`config.mk`:
```
export PLATFORM = sky130hd
export DESIGN_NAME = mi4_mac
export DESIGN_NICKNAME = d
export VERILOG_FILES = /design/src/rtl/mi4_pkg.sv /design/src/rtl/mi4_mac.sv
export SDC_FILE = /design/constraint.sdc
export NUM_CORES = 2
export LEC_CHECK = 0
export ABC_AREA = 1
export BUFFER_PORTS_ARGS = -buffer_cell sky130_fd_sc_hd__buf_4
export CAP_MARGIN = 20
export CORE_ASPECT_RATIO = 0.5
export CORE_MARGIN = 1
export CORE_UTILIZATION = 40
export DETAILED_ROUTE_END_ITERATION = 7
export SLEW_MARGIN = 0
export SYNTH_ARGS = -nofsm -noshare
export SYNTH_HDL_FRONTEND = slang
export SYNTH_SLANG_ARGS = --single-unit
```
`constraint.sdc`:
```
create_clock -name i_clk -period 34.8 [get_ports i_clk]
set_input_delay 5.22 -clock i_clk [delete_from_list [all_inputs] [get_ports i_clk]]
set_output_delay 5.22 -clock i_clk [all_outputs]
set_load 0.02 [all_outputs]
```
`src/rtl/mi4_pkg.sv`:
```
`timescale 1ns / 1ps
package mi4_pkg;

    localparam int FRAC_BITS = 16;
    localparam int EW        = 32;
    localparam int LIMB      = 32;
    // The 2x2 minor, the adjugate entry and the determinant, each with headroom.
    localparam int TW        = 2 * EW + 1;
    localparam int ADJW      = TW + EW + 2;
    localparam int DETW      = ADJW + EW + 2;
    localparam int ACCW      = DETW;
    localparam int AW        = ADJW - 2 * LIMB + 1;
    localparam int QB        = EW;
    localparam int NW        = ADJW + 2 * FRAC_BITS;
    localparam int PW        = DETW + 1;

    localparam logic [EW-1:0] Q_MAX = {1'b0, {(EW - 1){1'b1}}};
    localparam logic [EW-1:0] Q_MIN = {1'b1, {(EW - 1){1'b0}}};

    localparam logic ACC_T = 1'b0;
    localparam logic ACC_M = 1'b1;

    typedef logic [4*EW-1:0] t_row;

    typedef struct packed {
        logic                 vld;
        logic                 sel;
        logic                 clr;
        logic                 sub;
        logic [1:0]           limb;
        logic signed [AW-1:0] a;
        logic signed [EW-1:0] b;
    } t_mac_op;

    typedef struct packed {
        logic                 done;
        logic                 clip;
        logic signed [EW-1:0] q;
    } t_div_res;

endpackage

```
`src/rtl/mi4_mac.sv`:
```
`timescale 1ns / 1ps
module mi4_mac (
    input  logic                             i_clk,
    input  logic                             i_rst_n,
    input  mi4_pkg::t_mac_op                 i_op,
    output logic signed [mi4_pkg::ACCW-1:0]  o_acc0,
    output logic signed [mi4_pkg::ACCW-1:0]  o_acc1
);
    import mi4_pkg::*;

    logic                       r_vld;
    logic                       r_sel;
    logic                       r_clr;
    logic                       r_sub;
    logic [1:0]                 r_limb;
    logic signed [AW+EW-1:0]    r_prod;
    logic signed [ACCW-1:0]     r_acc0;
    logic signed [ACCW-1:0]     r_acc1;
    logic signed [ACCW-1:0]     ext;
    logic signed [ACCW-1:0]     sh;
    logic signed [ACCW-1:0]     base;
    logic signed [ACCW-1:0]     sum;

    always_ff @(posedge i_clk) begin
        if (!i_rst_n) begin
            r_vld <= 1'b0;
        end else begin
            r_vld  <= i_op.vld;
            r_sel  <= i_op.sel;
            r_clr  <= i_op.clr;
            r_sub  <= i_op.sub;
            r_limb <= i_op.limb;
            r_prod <= i_op.a * i_op.b;
            if (r_vld) begin
                if (r_sel == ACC_M) begin
                    r_acc1 <= sum;
                end else begin
                    r_acc0 <= sum;
                end
            end
        end
    end

    always_comb begin
        ext  = ACCW'(r_prod);
        sh   = ext << (r_limb * LIMB);
        base = r_clr ? '0 : ((r_sel == ACC_M) ? r_acc1 : r_acc0);
        sum  = r_sub ? (base - sh) : (base + sh);
    end

    assign o_acc0 = r_acc0;
    assign o_acc1 = r_acc1;

endmodule

```
==> results_dict.tcl <==
set metrics [dict create \
    clk_latency_ps 600 \
    antenna_found_initial 10 \
    cp-end-kind "flip-flop" \
    hold_class "flip-flop to flip-flop" \
    synth_seq_area_share_pct 14.2 \
    status "completed" \
    post-route-drc-count 0 \
    reg2regPathDepth 22 \
    drive_above_1_share_pct 5.04 \
    yosysUniqueCellTypes 47 \
    maxCapViolations 0 \
    wirelength_um 266000 \
    dpl.hpwl_um 227000 \
    cts-root-buf "clkbuf_16" \
    clk_pin_slew_ps 70 \
    final_cell_mix "nand2_1 (2,367), inv_1 (2,323), fa_1 (1,203)" \
    regToRegEndpoint "o_acc0[90]" \
    whs_endpoint "o_acc1[128]" \
    hold_depth 3 \
    io_pins 342 \
    post_cts_resized 0 \
    numCtsBuffers 38 \
    syn_area_um2 71900 \
    worstSetupPathType "primary input to flip-flop" \
    cts_max_path_buffers 3 \
    multiInputGateArea_um2 51600 \
    rr_startpoint "r_limb[0]" \
    seq_area_um2 10200 \
    finalHoldViolations 0 \
    synth_top_area_cell "fa_1" \
    vias 63611 \
    cts.sink_count 340 \
    ant_nets 0 \
    die_w_um 602 \
    rsz0062_at_grt "false" \
    track_usage_pct 29.3 \
    port_buffers 341 \
    avgRoutedWirePerCell_um 21.7 \
    synthArstFlopShare_pct 0 \
    ys.flop_type "edfxtp_1" \
    nets 11438 \
    cts_tree "yes" \
    rows 109 \
    viasPerCell 5.19 \
    slew_headroom_pct 21.4 \
    setup_viol 0 \
    fmax_mhz 79.3 \
    synth-seq-cells 340 \
    n_fill_cell 18410 \
    tns_ps 0 \
    grt_pass1_wl_um 402000 \
    report.final.slew_viol_count 0 \
    cts-htree-levels 2 \
    clock_skew_ps 30.3 \
    holdCritStartpoint "r_vld" \
    cts-hold-fix-buffers 0 \
    mostFrequentLayoutCell "nand2_1" \
    cp-start-kind "primary input" \
    grt_pass1_vias 64577 \
    ys_warn_count 0 \
    fp.dieH_um 302 \
    synth_area_leaders "fa_1 (33%), edfxtp_1 (14%), nand2_1 (12%), inv_1 (12%), nor2_1 (5.9%)" \
    avgSynthCellArea_um2 7.37 \
    synth_edf_count 339 \
    fin_crit_ps 12610 \
    areaGrowthSynthToFinish_pct 7.85 \
    initial_core_util_pct 40.5 \
    die-area_um2 182000 \
    gp_congestion 1.08 \
    syn_nets 11366 \
    crit_fanout 36 \
    first_iter_violations 5816 \
    synth_top_area_share_pct 33.5 \
    required_ps 35160 \
    synth_cells 9762 \
    grt_overflow_total 0 \
    coreArea_um2 178000 \
    cp.arrival_ps 12970 \
    worst_slew_pin_slew_ps 1170 \
    r2r_slack_ps 26640 \
    cts_setup_buffers 0 \
    dr.pass1.iters 6 \
    grt_max_degree 89 \
    finalCritPeriodShare_pct 36.2 \
]
[final cells by class]
cell class	count	share of cell area, %
diodes	2	0.00645
clock buffers	45	1.29
clock inverters	25	0.327
inverters	2341	11.3
multi-input cells	6748	66.5
flip-flops and latches	340	13.2
well taps	2386	3.85
repair buffers	365	3.53
[layer usage]
layer | global-route usage [%] | part of all wire [%] | vias up
li1 | - | - | 29158
met1 | 40.8 | 44 | 31625
met2 | 47.6 | 45 | 2393
met3 | 3.22 | 6.8 | 431
met4 | 10.3 | 4.1 | 4
met5 | 0 | 0.0087 | -
[kinds of logic (layout without fill, tap and decap cells)]
kind of cell / Yosys count / count (layout) / synth area share (%)
simple gates: 3992 / 3992 / 22.2
buf+inv: 2674 / 2776 / 14.1
fa+ha+maj: 1528 / 1528 / 39.1
compound gates: 964 / 964 / 7.17
flops: 340 / 340 / 14.2
xor+xnor: 264 / 264 / 3.22
other cells: 0 / 2 / 0
[through the flow]
stage          util [%]  area, um^2  instances  hold WS [ps]  setup slack, ps
6_report           43.7       77600      12252           882            22190
5_1_grt            43.7       77600      12250           933            21560
4_1_cts            43.7       77600      12250           895            22180
3_5_place_dp       43.0       76300      12180           881            21530
3_3_place_gp       43.0       76300      12180           874            21590
2_1_floorplan         -       71900       9762           776            19830
[state kept, by name, indices dropped and copies added, names as in the netlist]
| signal | cells |
|---|---|
| o_acc0 | 133 |
| o_acc1 | 133 |
| r_prod | 68 |
| r_limb | 2 |
| r_clr | 1 |
| r_sel | 1 |
| r_sub | 1 |
| r_vld | 1 |
[synth_stat cells, types with 12 or more instances]
cell,instances
o21ai_1,20
nand3_2,20
xnor2_1,52
fa_1,1203
a31oi_1,17
ha_1,325
nor3_1,51
o211ai_1,15
clkbuf_1,295
o21a_1,22
a21oi_1,369
edfxtp_1,339
a21o_1,27
nand3b_1,22
nand3_1,276
xor2_1,212
nor4_1,12
nand2_1,2367
buf_2,14
nand4_1,70
o21bai_1,32
inv_2,14
o21ai_0,438
inv_1,2324
or2_2,13
nor2_1,1125
[critical path: stages]
cell and delay (ps):
buf_4 370, nand2_1 220, inv_1 130, fa_1 390, inv_1 250, fa_1 460, inv_1 200, fa_1 490
fa_1 900, inv_1 400, fa_1 580, inv_1 60, fa_1 520, inv_1 50, fa_1 470, inv_1 50
fa_1 450, ha_1 460, nand2_1 150, nor2_1 180, inv_1 70, nor2_1 280, nand4_1 120, or2_2 320
nand3_1 90, nand2_1 50
[worst max path at each step]
stage	endpoint	from	depth (start not counted)
3_3_place_gp	r_prod[67]	i_op[2]	29
5_1_grt	r_prod[67]	i_op[5]	31
4_1_cts	r_prod[67]	i_op[2]	29
2_1_floorplan	o_acc0[0]	i_rst_n	2
3_5_place_dp	r_prod[67]	i_op[2]	29
6_report	r_prod[64]	i_op[5]	26
Power is left out: the tool's default activity adds up to more than one toggle a clock period on the data nets, which glitch-free logic cannot reach.
